## src/rtl/cer_pkg.sv

```systemverilog
package cer_pkg;

  localparam int MAX_MEMORY_DEF = 8;

  localparam int MEMORY_ORDER_W = 4;
  localparam int POLY_W         = 9;
  localparam int CFG_IDX_W      = 2;
  localparam int CFG_DATA_W     = 9;

  localparam logic [CFG_IDX_W-1:0] REG_MEMORY_ORDER = 2'd0;
  localparam logic [CFG_IDX_W-1:0] REG_POLY_FIRST   = 2'd1;
  localparam logic [CFG_IDX_W-1:0] REG_POLY_SECOND  = 2'd2;

  localparam int                MEMORY_ORDER_RST = 2;
  localparam logic [POLY_W-1:0] POLY_FIRST_RST   = 9'd7;
  localparam logic [POLY_W-1:0] POLY_SECOND_RST  = 9'd5;

  localparam int QUEUE_DEPTH = 4;
  localparam int QPTR_W      = $clog2(QUEUE_DEPTH);

  typedef struct packed {
    logic info_bit;
    logic is_last;
  } item_t;

endpackage

```

## src/rtl/cer_if.sv

```systemverilog
interface cer_item_if;
  logic valid;
  logic ready;
  logic info_bit;
  logic is_last;

  modport source (output valid, output info_bit, output is_last, input ready);
  modport sink   (input valid, input info_bit, input is_last, output ready);
endinterface

interface cer_code_if;
  logic valid;
  logic ready;
  logic code_first;
  logic code_second;
  logic end_of_codeword;

  modport source (output valid, output code_first, output code_second,
                  output end_of_codeword, input ready);
  modport sink   (input valid, input code_first, input code_second,
                  input end_of_codeword, output ready);
endinterface

interface cer_cfg_if;
  logic                           valid;
  logic                           ready;
  logic [cer_pkg::CFG_IDX_W-1:0]  index;
  logic [cer_pkg::CFG_DATA_W-1:0] data;

  modport source (output valid, output index, output data, input ready);
  modport sink   (input valid, input index, input data, output ready);
endinterface

```

## src/rtl/conv_encoder_rate_half.sv

```systemverilog
// An input item is written into the queue, popped, and registered as a code pair.
// One input item per cycle while out_o is not stalled; an item marked last holds
// the encoder while its memory_order tail pairs are flushed.
// A 4-entry queue keeps taking items during a flush while it has room.
// Reset: delay line cleared, queue empty, memory_order 2, polynomials 7 and 5.
module conv_encoder_rate_half #(
  parameter int MAX_MEMORY = cer_pkg::MAX_MEMORY_DEF
) (
  input  logic        clk_i,
  input  logic        rst_ni,
  cer_cfg_if.sink     cfg_i,
  cer_item_if.sink    in_i,
  cer_code_if.source  out_o
);

  localparam int LINE_W = MAX_MEMORY + 1;
  localparam int ORD_W  = $clog2(MAX_MEMORY + 1);

  logic              push, q_ready, q_valid, pop, tail_busy;
  cer_pkg::item_t    item, head;
  logic [ORD_W-1:0]  ord;
  logic [LINE_W-1:0] mask, poly_a, poly_b;

  cer_front #(
    .MAX_MEMORY (MAX_MEMORY),
    .LINE_W     (LINE_W),
    .ORD_W      (ORD_W)
  ) u_front (
    .clk_i     (clk_i),
    .rst_ni    (rst_ni),
    .cfg_i     (cfg_i),
    .in_i      (in_i),
    .q_ready_i (q_ready),
    .push_o    (push),
    .item_o    (item),
    .ord_o     (ord),
    .mask_o    (mask),
    .poly_a_o  (poly_a),
    .poly_b_o  (poly_b)
  );

  cer_queue u_queue (
    .clk_i   (clk_i),
    .rst_ni  (rst_ni),
    .push_i  (push),
    .item_i  (item),
    .ready_o (q_ready),
    .pop_i   (pop),
    .valid_o (q_valid),
    .head_o  (head)
  );

  cer_back #(
    .MAX_MEMORY (MAX_MEMORY),
    .LINE_W     (LINE_W),
    .ORD_W      (ORD_W)
  ) u_back (
    .clk_i       (clk_i),
    .rst_ni      (rst_ni),
    .q_valid_i   (q_valid),
    .head_i      (head),
    .pop_o       (pop),
    .tail_busy_o (tail_busy),
    .ord_i       (ord),
    .mask_i      (mask),
    .poly_a_i    (poly_a),
    .poly_b_i    (poly_b),
    .out_o       (out_o)
  );

  a_pop_nonempty: assert property (@(posedge clk_i) disable iff (!rst_ni)
    pop |-> q_valid)
    else $error("pop from empty queue");

  a_no_pop_in_tail: assert property (@(posedge clk_i) disable iff (!rst_ni)
    tail_busy |-> !pop)
    else $error("item popped during tail flush");

  a_last_starts_tail: assert property (@(posedge clk_i) disable iff (!rst_ni)
    (pop && head.is_last) |=> tail_busy)
    else $error("last item did not start tail flush");

endmodule

```

## src/rtl/cer_front.sv

```systemverilog
module cer_front #(
  parameter int MAX_MEMORY = cer_pkg::MAX_MEMORY_DEF,
  parameter int LINE_W     = MAX_MEMORY + 1,
  parameter int ORD_W      = $clog2(MAX_MEMORY + 1)
) (
  input  logic                clk_i,
  input  logic                rst_ni,
  cer_cfg_if.sink             cfg_i,
  cer_item_if.sink            in_i,
  input  logic                q_ready_i,
  output logic                push_o,
  output cer_pkg::item_t      item_o,
  output logic [ORD_W-1:0]    ord_o,
  output logic [LINE_W-1:0]   mask_o,
  output logic [LINE_W-1:0]   poly_a_o,
  output logic [LINE_W-1:0]   poly_b_o
);

  localparam int OrdRst = (MAX_MEMORY < cer_pkg::MEMORY_ORDER_RST) ?
                          MAX_MEMORY : cer_pkg::MEMORY_ORDER_RST;

  logic [ORD_W-1:0]           ord_q, ord_new;
  logic [cer_pkg::POLY_W-1:0] poly_a_q, poly_b_q;
  logic                       cfg_fire;
  logic [cer_pkg::MEMORY_ORDER_W-1:0] mo_wr;

  assign cfg_i.ready = 1'b1;
  assign cfg_fire    = cfg_i.valid;
  assign mo_wr       = cfg_i.data[cer_pkg::MEMORY_ORDER_W-1:0];

  // saturate the order into 1..MAX_MEMORY
  always_comb begin
    if (int'(mo_wr) == 0) begin
      ord_new = ORD_W'(1);
    end else if (int'(mo_wr) > MAX_MEMORY) begin
      ord_new = ORD_W'(MAX_MEMORY);
    end else begin
      ord_new = ORD_W'(mo_wr);
    end
  end

  always_ff @(posedge clk_i or negedge rst_ni) begin
    if (!rst_ni) begin
      ord_q    <= ORD_W'(OrdRst);
      poly_a_q <= cer_pkg::POLY_FIRST_RST;
      poly_b_q <= cer_pkg::POLY_SECOND_RST;
    end else if (cfg_fire) begin
      case (cfg_i.index)
        cer_pkg::REG_MEMORY_ORDER: ord_q    <= ord_new;
        cer_pkg::REG_POLY_FIRST:   poly_a_q <= cfg_i.data[cer_pkg::POLY_W-1:0];
        cer_pkg::REG_POLY_SECOND:  poly_b_q <= cfg_i.data[cer_pkg::POLY_W-1:0];
        default: ;
      endcase
    end
  end

  always_comb begin
    for (int i = 0; i < LINE_W; i++) begin
      mask_o[i] = (i <= int'(ord_q));
      if (i < cer_pkg::POLY_W) begin
        poly_a_o[i] = poly_a_q[i];
        poly_b_o[i] = poly_b_q[i];
      end else begin
        poly_a_o[i] = 1'b0;
        poly_b_o[i] = 1'b0;
      end
    end
  end

  assign ord_o           = ord_q;
  assign in_i.ready      = q_ready_i;
  assign push_o          = in_i.valid && q_ready_i;
  assign item_o.info_bit = in_i.info_bit;
  assign item_o.is_last  = in_i.is_last;

endmodule

```

## src/rtl/cer_queue.sv

```systemverilog
module cer_queue (
  input  logic           clk_i,
  input  logic           rst_ni,
  input  logic           push_i,
  input  cer_pkg::item_t item_i,
  output logic           ready_o,
  input  logic           pop_i,
  output logic           valid_o,
  output cer_pkg::item_t head_o
);

  localparam int PW = cer_pkg::QPTR_W;

  cer_pkg::item_t   mem_q [cer_pkg::QUEUE_DEPTH];
  logic [PW-1:0]    wr_q, wr_d, rd_q, rd_d;
  logic [PW:0]      cnt_q, cnt_d;

  assign ready_o = (cnt_q != (PW+1)'(cer_pkg::QUEUE_DEPTH));
  assign valid_o = (cnt_q != '0);
  assign head_o  = mem_q[rd_q];

  always_comb begin
    wr_d  = push_i ? wr_q + PW'(1) : wr_q;
    rd_d  = pop_i  ? rd_q + PW'(1) : rd_q;
    cnt_d = cnt_q + (PW+1)'(push_i) - (PW+1)'(pop_i);
  end

  always_ff @(posedge clk_i or negedge rst_ni) begin
    if (!rst_ni) begin
      wr_q  <= '0;
      rd_q  <= '0;
      cnt_q <= '0;
    end else begin
      wr_q  <= wr_d;
      rd_q  <= rd_d;
      cnt_q <= cnt_d;
    end
  end

  always_ff @(posedge clk_i) begin
    if (push_i) begin
      mem_q[wr_q] <= item_i;
    end
  end

endmodule

```

## src/rtl/cer_back.sv

```systemverilog
module cer_back #(
  parameter int MAX_MEMORY = cer_pkg::MAX_MEMORY_DEF,
  parameter int LINE_W     = MAX_MEMORY + 1,
  parameter int ORD_W      = $clog2(MAX_MEMORY + 1)
) (
  input  logic              clk_i,
  input  logic              rst_ni,
  input  logic              q_valid_i,
  input  cer_pkg::item_t    head_i,
  output logic              pop_o,
  output logic              tail_busy_o,
  input  logic [ORD_W-1:0]  ord_i,
  input  logic [LINE_W-1:0] mask_i,
  input  logic [LINE_W-1:0] poly_a_i,
  input  logic [LINE_W-1:0] poly_b_i,
  cer_code_if.source        out_o
);

  logic [LINE_W-1:0] line_q, line_d, line_sh;
  logic [ORD_W-1:0]  tail_q, tail_d;
  logic              out_valid_q, out_valid_d;
  logic              code_a_q, code_b_q, end_q;
  logic              advance, tail_busy, tail_end, fire, shift_bit;

  assign advance   = !out_valid_q || out_o.ready;
  assign tail_busy = (tail_q != '0);
  assign tail_end  = (tail_q == ORD_W'(1));
  assign pop_o     = advance && !tail_busy && q_valid_i;
  assign fire      = pop_o || (advance && tail_busy);
  assign shift_bit = pop_o ? head_i.info_bit : 1'b0;
  assign line_sh   = {line_q[LINE_W-2:0], shift_bit} & mask_i;

  always_comb begin
    line_d      = line_q;
    tail_d      = tail_q;
    out_valid_d = out_valid_q && !out_o.ready;
    if (fire) begin
      out_valid_d = 1'b1;
      line_d      = (tail_busy && tail_end) ? '0 : line_sh;
      if (tail_busy) begin
        tail_d = tail_q - ORD_W'(1);
      end else if (head_i.is_last) begin
        tail_d = ord_i;
      end
    end
  end

  always_ff @(posedge clk_i or negedge rst_ni) begin
    if (!rst_ni) begin
      line_q      <= '0;
      tail_q      <= '0;
      out_valid_q <= 1'b0;
    end else begin
      line_q      <= line_d;
      tail_q      <= tail_d;
      out_valid_q <= out_valid_d;
    end
  end

  always_ff @(posedge clk_i) begin
    if (fire) begin
      code_a_q <= ^(poly_a_i & line_sh);
      code_b_q <= ^(poly_b_i & line_sh);
      end_q    <= tail_busy && tail_end;
    end
  end

  assign tail_busy_o           = tail_busy;
  assign out_o.valid           = out_valid_q;
  assign out_o.code_first      = code_a_q;
  assign out_o.code_second     = code_b_q;
  assign out_o.end_of_codeword = end_q;

endmodule

```

## src/flat_wrapper.sv

```systemverilog
// flat-port wrapper written by rule: the top's interface ports become plain ports
module conv_encoder_rate_half_flat 
#(
  parameter int MAX_MEMORY = cer_pkg::MAX_MEMORY_DEF
)
  (clk_i, rst_ni, cfg_i_valid, cfg_i_index, cfg_i_data, cfg_i_ready, in_i_valid, in_i_info_bit, in_i_is_last, in_i_ready, out_o_valid, out_o_code_first, out_o_code_second, out_o_end_of_codeword, out_o_ready);
  cer_cfg_if cfg_i_i ();
  cer_item_if in_i_i ();
  cer_code_if out_o_i ();
  input  logic clk_i;
  input  logic rst_ni;
  input wire logic [$bits(cfg_i_i.valid)-1:0] cfg_i_valid;
  input wire logic [$bits(cfg_i_i.index)-1:0] cfg_i_index;
  input wire logic [$bits(cfg_i_i.data)-1:0] cfg_i_data;
  output wire logic [$bits(cfg_i_i.ready)-1:0] cfg_i_ready;
  input wire logic [$bits(in_i_i.valid)-1:0] in_i_valid;
  input wire logic [$bits(in_i_i.info_bit)-1:0] in_i_info_bit;
  input wire logic [$bits(in_i_i.is_last)-1:0] in_i_is_last;
  output wire logic [$bits(in_i_i.ready)-1:0] in_i_ready;
  output wire logic [$bits(out_o_i.valid)-1:0] out_o_valid;
  output wire logic [$bits(out_o_i.code_first)-1:0] out_o_code_first;
  output wire logic [$bits(out_o_i.code_second)-1:0] out_o_code_second;
  output wire logic [$bits(out_o_i.end_of_codeword)-1:0] out_o_end_of_codeword;
  input wire logic [$bits(out_o_i.ready)-1:0] out_o_ready;
  assign cfg_i_i.valid = cfg_i_valid;
  assign cfg_i_i.index = cfg_i_index;
  assign cfg_i_i.data = cfg_i_data;
  assign cfg_i_ready = cfg_i_i.ready;
  assign in_i_i.valid = in_i_valid;
  assign in_i_i.info_bit = in_i_info_bit;
  assign in_i_i.is_last = in_i_is_last;
  assign in_i_ready = in_i_i.ready;
  assign out_o_valid = out_o_i.valid;
  assign out_o_code_first = out_o_i.code_first;
  assign out_o_code_second = out_o_i.code_second;
  assign out_o_end_of_codeword = out_o_i.end_of_codeword;
  assign out_o_i.ready = out_o_ready;
  conv_encoder_rate_half #(.MAX_MEMORY(MAX_MEMORY)) u_core (.clk_i(clk_i), .rst_ni(rst_ni), .cfg_i(cfg_i_i), .in_i(in_i_i), .out_o(out_o_i));
endmodule
```

## config.mk

```make
export PLATFORM = sky130hd
export DESIGN_NAME = conv_encoder_rate_half_flat
export DESIGN_NICKNAME = d
export VERILOG_FILES = /design/src/rtl/cer_pkg.sv /design/src/rtl/cer_if.sv /design/src/rtl/conv_encoder_rate_half.sv /design/src/rtl/cer_front.sv /design/src/rtl/cer_queue.sv /design/src/rtl/cer_back.sv /design/src/flat_wrapper.sv
export SDC_FILE = /design/constraint.sdc
export NUM_CORES = 1
export LEC_CHECK = 0
export ABC_AREA = 1
export CELL_PAD_IN_SITES_DETAIL_PLACEMENT = 1
export CELL_PAD_IN_SITES_GLOBAL_PLACEMENT = 1
export CORE_ASPECT_RATIO = 0.7
export CORE_MARGIN = 4
export CORE_UTILIZATION = 40
export DETAILED_ROUTE_END_ITERATION = 7
export DONT_BUFFER_PORTS = 1
export GPL_TIMING_DRIVEN = 0
export PLACE_DENSITY = 0.7
export SYNTH_ARGS = -nofsm -noshare
export SYNTH_HDL_FRONTEND = slang
export SYNTH_SLANG_ARGS = --single-unit
```

## constraint.sdc

```tcl
create_clock -name clk_i -period 4.45 [get_ports clk_i]
set_input_delay 0.2225 -clock clk_i [delete_from_list [all_inputs] [get_ports clk_i]]
set_output_delay 0.2225 -clock clk_i [all_outputs]
set_load 0.05 [all_outputs]
```

==> Word-level counts from Yosys, hierarchy flattened <==
Memory sizes are Yosys's and may differ from the RTL's.
Cells that the tools add are included.
{ "word_totals": {"input_bits": 18, "mem_count": 1, "regBits": 45, "output_inout_bits": 6, "word_cells": 65, "ramBits": 8} }
{ "memory_table": {"columns": ["name", "depth", "width", "read_ports", "rd_ports_with_merged_regs", "wr", "line_no", "text"], "rows": [
  ["u_core.u_queue.mem_q", 4, 2, 1, 0, 1, "cer_queue.sv:14", "cer_pkg::item_t mem_q [cer_pkg::QUEUE_DEPTH];"]
]} }
{ "op_classes": {"reduce_logical": 22, "addsub": 5, "n_eq_ne": 4, "mux": 9, "order_cmp": 9, "bitwise_logic": 3} }
{ "ops": {"columns": ["operator", "n"], "rows": [
  ["$and 9x9->9", 3],
  ["$reduce_xor 9->1", 2],
  ["$le 3x4->1 const A", 4],
  ["$mux 4", 4],
  ["$le 2x4->1 const A", 2],
  ["$mux 8", 1],
  ["$reduce_and 2->1", 4],
  ["$logic_and 1x1->1", 6],
  ["$add 2x1->2 const B", 2],
  ["$eq 4x1->1 const B", 1],
  ["$gt 4x4->1 const B", 1],
  ["$le 1x4->1 const A", 1],
  ["$le 4x4->1 const A", 1],
  ["$logic_not 4->1", 1],
  ["$mux 1", 4],
  ["$reduce_bool 4->1", 1],
  ["$sub 4x1->4 const B", 1],
  ["$add 3x1->3", 1],
  ["$logic_not 1->1", 3],
  ["$ne 3x3->1 const B", 1],
  ["$reduce_bool 3->1", 1],
  ["$sub 3x1->3", 1],
  ["$eq 2x1->1 const B", 1],
  ["$eq 2x2->1 const B", 1],
  ["3 further kinds", 4]
]} }

==> Logic depth before layout (Yosys ltp) <==
Gate-level depths: netlist (run 1).
{ "logic_depth": {"ltp_word": 8, "ltp_mapped": 12, "ltp_nobuf": 12} }

==> Hierarchy <==
A second synthesis (run 1) with hierarchy kept.
{ "unflattened": {"cells_unflattened": 356, "area_unflattened_um2": 3020.4} }
{ "modules_own_cells": {"columns": ["module", "instances", "seq_area_each_um2", "cells_per_inst", "area_each_um2"], "rows": [
  ["cer_back", 1, 415.4, 171, 1229.9],
  ["cer_front", 1, 558.0, 107, 1037.2],
  ["cer_queue", 1, 415.4, 78, 753.2]
]} }

==> Worst setup path after synthesis (run 1) <==
Ideal clock, no wire load.
{ "synth_path": {"path_kind": "register -> register", "start": "register u_core.u_queue.cnt_q[1]", "end": "register u_core.u_queue.cnt_q[2]", "t_required_ps": 4321, "path_buffers": 0, "period_less_slack_ps": 2403, "arrival_time_ps": 2275, "setup_ps": 129, "path_slack_ps": 2047, "stages_incl_launch_ff": 10, "path_cell_list": "dfrtp_1 -> nor2_1 -> nand2_1 -> nand2_1 -> ha_1 -> inv_1 -> ha_1 -> fa_1 -> xnor2_1 -> xor2_1"} }
{ "synth_between": {"elab_chain_cells": 4, "elab_cells_between_ends": 6, "classes_between": "add/sub (2); eq/ne (1); reduce/logical (3)"} }
{ "synth_lines": {"columns": ["item", "line_no", "text"], "rows": [
  ["start, declared", "cer_queue.sv:16", "logic [PW:0] cnt_q, cnt_d;"],
  ["start signal, assigned", "cer_queue.sv:36", "cnt_q <= cnt_d;"],
  ["$ne 3x3->1", "cer_queue.sv:18", "assign ready_o = (cnt_q != (PW+1)'(cer_pkg::QUEUE_DEPTH));"],
  ["net in_i_ready", "flat_wrapper.sv:19", "output wire logic [$bits(in_i_i.ready)-1:0] in_i_ready;"],
  ["$logic_and 1x1->1", "cer_front.sv:72", "assign push_o = in_i.valid && q_ready_i;"],
  ["$add 3x1->3", "cer_queue.sv:25", "cnt_d = cnt_q + (PW+1)'(push_i) - (PW+1)'(pop_i);"],
  ["$sub 3x1->3", "cer_queue.sv:25", null],
  ["net u_core.u_queue.cnt_d[2]", "cer_queue.sv:16", null]
]} }
The timed path passes the listed nets, and every way through them passes these cells.
A chain may end at the register's enable or synchronous reset.

==> Final worst setup path (run 1) <==
Ends and elaborated chain as after synthesis.

==> impl_metrics.py, run 1 <==
metrics = {
    "worst_setup_path": {
        "cp_slowest_cell": "dfrtp_1",
        "cp_slowest_stage_delay_ns": 0.46,
        "cpLargestDelayFamily": "adder cells",
        "cp.required_ns": 4.68,
        "cp.arrival_ns": 2.87,
        "path_cells": "nor2_1 -> nand2_1 -> nand2_1 -> ha_1 -> inv_1 -> ha_1 -> fa_1 -> xnor2_1 -> xor2_1",
        "path_buf_inv": 1,
        "r2r_slack_ns": 1.81,
        "crit_path_max_fanout": 8,
        "crit_path_end_kind": "flop",
        "worstSetupPathType": "flop to flop",
        "startpoint_type": "flop",
    },
    "floorplanning": {
        "start_util": 0.418,
        "die_h_um": 78.8,
        "ioPinCount": 24,
        "die_area_mm2": 0.00860,
        "rows": 25,
        "core-area_mm2": 0.00685,
        "die_w_um": 109,
    },
    "drt": {
        "vias_per_cell": 5.04,
        "avgRoutedWirePerCell_um": 15.3,
        "vias": 2295,
        "first_pass_iters": 4,
        "wl_um": 6980,
        "ant_nets": 0,
        "drt_iter0_drc": 111,
        "drcViolationCount": 0,
    },
    "cts": {
        "h-tree-depth": 2,
        "clock-sinks": 53,
        "cts_buffers": 5,
        "cts.repair.resized": 0,
        "clk_pin_slew_ns": 0.10,
        "post_cts_buffers": 0,
        "cts_hold_buf": 4,
        "root_buffer": "clkbuf_8",
        "clock_path_buffers": 2,
        "clock_latency_ns": 0.31,
        "cts_tree": "yes",
    },
    "power_and_ir_drop": {
        "peakVddDrop_mv": 0.275,
        "leakage_uw": 0.00146,
        "combPwrFrac": 0.354,
        "swShare": 0.426,
        "power_frac_clock": 0.167,
        "pwr-share-seq": 0.478,
        "power.density_mw_per_mm2": 537,
        "switching_power_uw": 715,
        "p_int_uw": 963,
    },
    "min_path": {
        "hold_class": "primary input to flop",
    },
    "global_routing": {
        "grt_antenna_before_repair": 0,
        "grtUsageTotal": 0.181,
        "grt_pass1_wl_um": 11900,
        "grt_pass1_vias": 2278,
        "grt_max_degree": 43,
        "grt-ovfl-total": 0,
    },
    "timing": {
        "hold_viol": 0,
        "fin_skew_ns": 0.00732,
        "fin_ws_ns": 1.81,
        "period_needed_ns": 2.64,
        "rsz0062_at_grt": "false",
        "min_period_over_period": 0.592,
        "tns_ns": 0,
        "finalMaxSlewViolations": 0,
        "max_freq_mhz": 379,
        "setup_violations": 0,
    },
    "finish": {
        "layout-area-overhead-vs-synth_pct": 9.18,
        "antenna_cells": 0,
        "fin_nets": 387,
        "seq_area_mm2": 0.00139,
        "multi_input_area_mm2": 0.00124,
        "layout-drive-gt1-share": 0.0886,
        "fillers": 829,
        "fin_cells": 455,
    },
    "flow_run": {
        "drv_cap": 0,
    },
    "synthesis": {
        "yosys_warnings": 0,
        "synth_nets": 376,
        "synth_area_leaders": "dfrtp_1 (31%), edfxtp_1 (12%), nand2_1 (11%)",
        "synth_most_common_cell": "nand2_1",
        "syn_avg_cell_area_um2": 8.20,
        "ys_top_cells_by_count": "nand2_1 (86), inv_1 (53), nand3_1 (40), dfrtp_1 (36), o21ai_0 (32)",
        "synth_edf_count": 11,
        "async_flop_share": 0.792,
        "syn-cell-area_mm2": 0.00286,
        "synth_top_cell_by_area": "dfrtp_1",
        "synth_top_area_frac": 0.315,
        "synthFlopType": "dfrtp_1",
        "postSynthCellCount": 349,
        "synth_seq_cells": 53,
        "synth_cell_type_count": 32,
        "yosysSeqAreaShare": 0.485,
    },
    "outcome": {
        "outcome": "complete, no violations",
    },
    "placement": {
        "place.gp.congestion": 0.751,
        "dp_hpwl_um": 5400,
        "post-place-ws_ns": 1.84,
        "io_buffers": 0,
        "place_inst": 443,
    },
}
[power by group through the flow]
stage	logic [µW]	clock network [µW]	registers, µW
after detailed placement	588	0	814
after global routing	682	311	823
after CTS	604	290	804
final	595	281	802
after global placement	562	0	807
after floorplan	464	0	779
[worst paths after layout]
| path | from | end | cells after the start |
|---|---|---|---|
| worst max-delay path | u_core.u_queue.cnt_q[1] | u_core.u_queue.cnt_q[2] | 9 |
| worst min-delay path | cfg_i_data[0] | u_core.u_front.poly_a_o[0] | 2 |
| worst max register to register | u_core.u_queue.cnt_q[1] | u_core.u_queue.cnt_q[2] | 9 |
| worst min register to register | u_core.u_front.poly_b_o[8] | u_core.u_front.poly_b_o[8] | 2 |
| max in group asynchronous | rst_ni | u_core.u_front.poly_a_o[0] | 2 |
| min in group asynchronous | rst_ni | u_core.u_back.line_q[7] | 2 |
[area by class of cell]
| cell class | count | area share |
|---|---|---|
| clock buffers | 6 | 0.0232 |
| repair buffers | 4 | 0.0184 |
| plain buffers | 4 | 0.00641 |
| clock inverters | 2 | 0.00480 |
| well taps | 94 | 0.0376 |
| inverters | 56 | 0.0681 |
| flip-flops and latches | 53 | 0.444 |
| multi-input cells | 236 | 0.397 |
[metrics by stage]
stage | util | hold slack (ns) | instance area [µm²] | total power, µW
2_1_floorplan | - | -0.0731 | 2860 | 1240
3_3_place_gp | 0.435 | -0.0714 | 2980 | 1370
3_5_place_dp | 0.435 | -0.0710 | 2980 | 1400
4_1_cts | 0.456 | 0.0395 | 3130 | 1700
5_1_grt | 0.456 | 0.0210 | 3130 | 1820
6_report | 0.456 | 0.0449 | 3130 | 1680
[metal layers]
| layer | up-vias | share of wire | track usage |
|---|---|---|---|
| met4 | 0 | 0.0073 | 0.0303 |
| met2 | 34 | 0.41 | 0.249 |
| li1 | 1147 | - | - |
| met5 | - | 0 | 0 |
| met1 | 1107 | 0.55 | 0.285 |
| met3 | 7 | 0.037 | 0.0463 |
[cells in the final DEF, fill, tap and decap left out, drive strengths merged]
master and n:
a21oi 3, buf 2, clkbuf 9, clkinv 1, conb 1, dfrtp 36
dfstp 6, dlygate4sd3 3, edfxtp 11, fa 1, ha 8, inv 57
nand2 93, nand3 40, nand4 5, nor2 34, nor3 1, o211ai 2
o21ai 33, o221ai 1, o22ai 4, o31ai 1, xnor2 4, xor2 5
[logic make-up after synthesis]
group | count (synthesis) | synth area share
simple gates | 173 | 0.280
flops | 53 | 0.485
xor+xnor | 9 | 0.0275
compound gates | 44 | 0.0826
buf+inv | 60 | 0.0813
other cells | 1 | 0.00131
fa+ha+maj | 9 | 0.0420
[state kept, by name (all words and copies together) (netlist names)]
signal and cells:
u_core.u_queue.cnt_q 3, u_core.u_front.poly_b_o 9, u_core.u_back.out_o.end_of_codeword 1, u_core.u_queue.wr_q 2
u_core.u_queue.rd_q 2, u_core.u_back.out_o.valid 1, u_core.u_back.out_o.code_first 1, u_core.u_back.tail_q 4
u_core.u_back.out_o.code_second 1, u_core.u_front.poly_a_o 9, u_core.u_queue.mem_q 8, u_core.u_front.ord_o 4
u_core.u_back.line_q 8
No activity file was read; power rests on OpenSTA's default activity.
==> run 2: changes to the inputs <==
==> constraint.sdc (replaced) <==
create_clock -name clk_i -period 2.7 [get_ports clk_i]
set_input_delay 0.135 -clock clk_i [delete_from_list [all_inputs] [get_ports clk_i]]
set_output_delay 0.135 -clock clk_i [all_outputs]
set_load 0.05 [all_outputs]
==> run 2 against run 1 <==
Net effect:
- utilization grew 1.1 points
- design area increased by 2.3%
- critical path depth up 3
- via count grew 1.0%
- count of clock-buffer cells in the layout stayed put
- die area stayed put
- register-to-register slack worse by 1.6 ns
- critical path type unchanged
- critical endpoint unchanged
==> impl_metrics.py, run 2 (synthesis gave the netlist of run 1 again) <==
metrics = {
    "global_routing": {
        "grt_max_degree": 43,
        "grt_antenna_before_repair": 0,
        "grt_pass1_wl_um": 12000,
        "grt_pass1_vias": 2307,
        "grtUsageTotal": 0.183,
        "grt-ovfl-total": 0,
    },
    "timing": {
        "min_period_over_period": 0.905,
        "fin_skew_ns": 0.00808,
        "rsz0062_at_grt": "false",
        "period_needed_ns": 2.44,
        "hold_viol": 0,
        "setup_violations": 0,
        "max_freq_mhz": 409,
        "finalMaxSlewViolations": 0,
        "tns_ns": 0,
    },
    "drt": {
        "avgRoutedWirePerCell_um": 15.2,
        "ant_nets": 0,
        "drcViolationCount": 0,
        "vias": 2319,
        "first_pass_iters": 4,
        "wl_um": 7020,
        "vias_per_cell": 5.02,
        "drt_iter0_drc": 100,
    },
    "min_path": {
        "hold_class": "primary input to flop",
    },
    "cts": {
        "clock_path_buffers": 2,
        "cts_buffers": 5,
        "clock_latency_ns": 0.31,
        "clk_pin_slew_ns": 0.10,
        "post_cts_buffers": 0,
        "root_buffer": "clkbuf_8",
        "clock-sinks": 53,
        "cts_tree": "yes",
        "h-tree-depth": 2,
    },
    "worst_setup_path": {
        "path_buf_inv": 2,
        "r2r-end": "u_core.u_queue.cnt_q[2]",
        "cp.required_ns": 2.93,
        "path_cells": "inv_1 -> ha_1 -> nand2_2 -> nor2_4 -> nand2_2 -> nor2_8 -> ha_1 -> inv_1 -> ha_1 -> fa_1 -> xnor2_1 -> xor2_1",
        "cpLargestDelayFamily": "adder cells",
        "critical_path_depth": 12,
        "cpMostUsedCell": "ha_1",
        "r2r_slack_ns": 0.26,
        "cp_slowest_stage_delay_ns": 0.41,
        "cp_slowest_cell": "dfrtp_1",
        "r2r_cells": 12,
        "startpoint_type": "flop",
        "worstSetupPathType": "flop to flop",
        "endpoint": "u_core.u_queue.cnt_q[2]",
        "crit_path_end_kind": "flop",
        "cp.arrival_ns": 2.68,
        "setup.worst_path.start": "u_core.u_back.tail_q[0]",
        "r2r-start": "u_core.u_back.tail_q[0]",
        "crit_path_max_fanout": 7,
    },
    "finish": {
        "final_util": 0.467,
        "seq_area_mm2": 0.00139,
        "multi_input_area_mm2": 0.00124,
        "design_area_mm2": 0.00320,
        "antenna_cells": 0,
        "fillers": 826,
        "fin_nets": 394,
        "final_cell_mix": "nand2_1 (85), inv_1 (53), nand3_1 (40)",
        "layout-area-overhead-vs-synth_pct": 11.7,
        "final_common_cell": "nand2_1",
        "layout-drive-gt1-share": 0.0897,
    },
    "floorplanning": {
        "ioPinCount": 24,
        "die_h_um": 78.8,
        "die_area_mm2": 0.00860,
        "rows": 25,
        "die_w_um": 109,
        "start_util": 0.418,
        "core-area_mm2": 0.00685,
    },
    "power_and_ir_drop": {
        "peakVddDrop_mv": 0.449,
        "leakage_uw": 0.00149,
        "power.density_mw_per_mm2": 869,
        "finalPower_uw": 2780,
    },
    "placement": {
        "dpl-instance-area_mm2": 0.00298,
        "dp_hpwl_um": 5400,
        "io_buffers": 0,
        "place.gp.congestion": 0.751,
    },
    "outcome": {
        "outcome": "complete, no violations",
    },
    "flow_run": {
        "drv_cap": 0,
    },
}
-- run 2: metal layers --
metal / global-route usage / vias up / share of wire
met1: 0.287 / 1123 / 0.55
met4: 0.0303 / 0 / 0.0073
met2: 0.254 / 28 / 0.41
met3: 0.0447 / 7 / 0.035
met5: 0 / - / 0
li1: - / 1161 / -
-- run 2: worst min path at each step --
stage,depth (start not counted),slack (ns),endpoint,start
floorplan,0,-0.16,u_core.u_back.line_q[0],rst_ni
global placement,0,-0.16,u_core.u_back.tail_q[1],rst_ni
detailed placement,0,-0.16,u_core.u_back.tail_q[1],rst_ni
CTS,2,0.003,u_core.u_front.ord_o[3],cfg_i_data[3]
global route,2,0.03,u_core.u_front.ord_o[3],cfg_i_data[3]
finish,2,0.01,u_core.u_front.ord_o[0],cfg_i_data[0]
-- run 2: final cells by class --
| type | count | area share |
|---|---|---|
| tap | 94 | 0.0368 |
| clock inverter | 2 | 0.00469 |
| inverter | 56 | 0.0665 |
| clock buffer | 6 | 0.0227 |
| timing repair buffer | 11 | 0.0399 |
| sequential | 53 | 0.434 |
| buffer | 4 | 0.00626 |
| multi-input combinational | 236 | 0.389 |
-- run 2: metrics by stage --
stage / setup WS (ns) / hold WS (ns) / cells
after global routing: 0.0711 / 0.0281 / 462
final: 0.255 / 0.0143 / 462
after global placement: 0.120 / -0.159 / 443
after floorplan: 0.297 / -0.161 / 349
after detailed placement: 0.0927 / -0.158 / 443
after CTS: 0.0392 / 0.00273 / 462
-- run 2: where the power goes --
part           internal, µW  switching (µW)
logic                   345             644
clock network           186             279
registers              1060             259
total                  1590            1180
-- run 2: repair_timing --
action / 4_1_cts / 5_1_grt
hold buffers: 11 / 0
setup endpoints to repair: 0 / 1
endpoints found under the hold margin: 64 / 0
resized for setup: 0 / 1
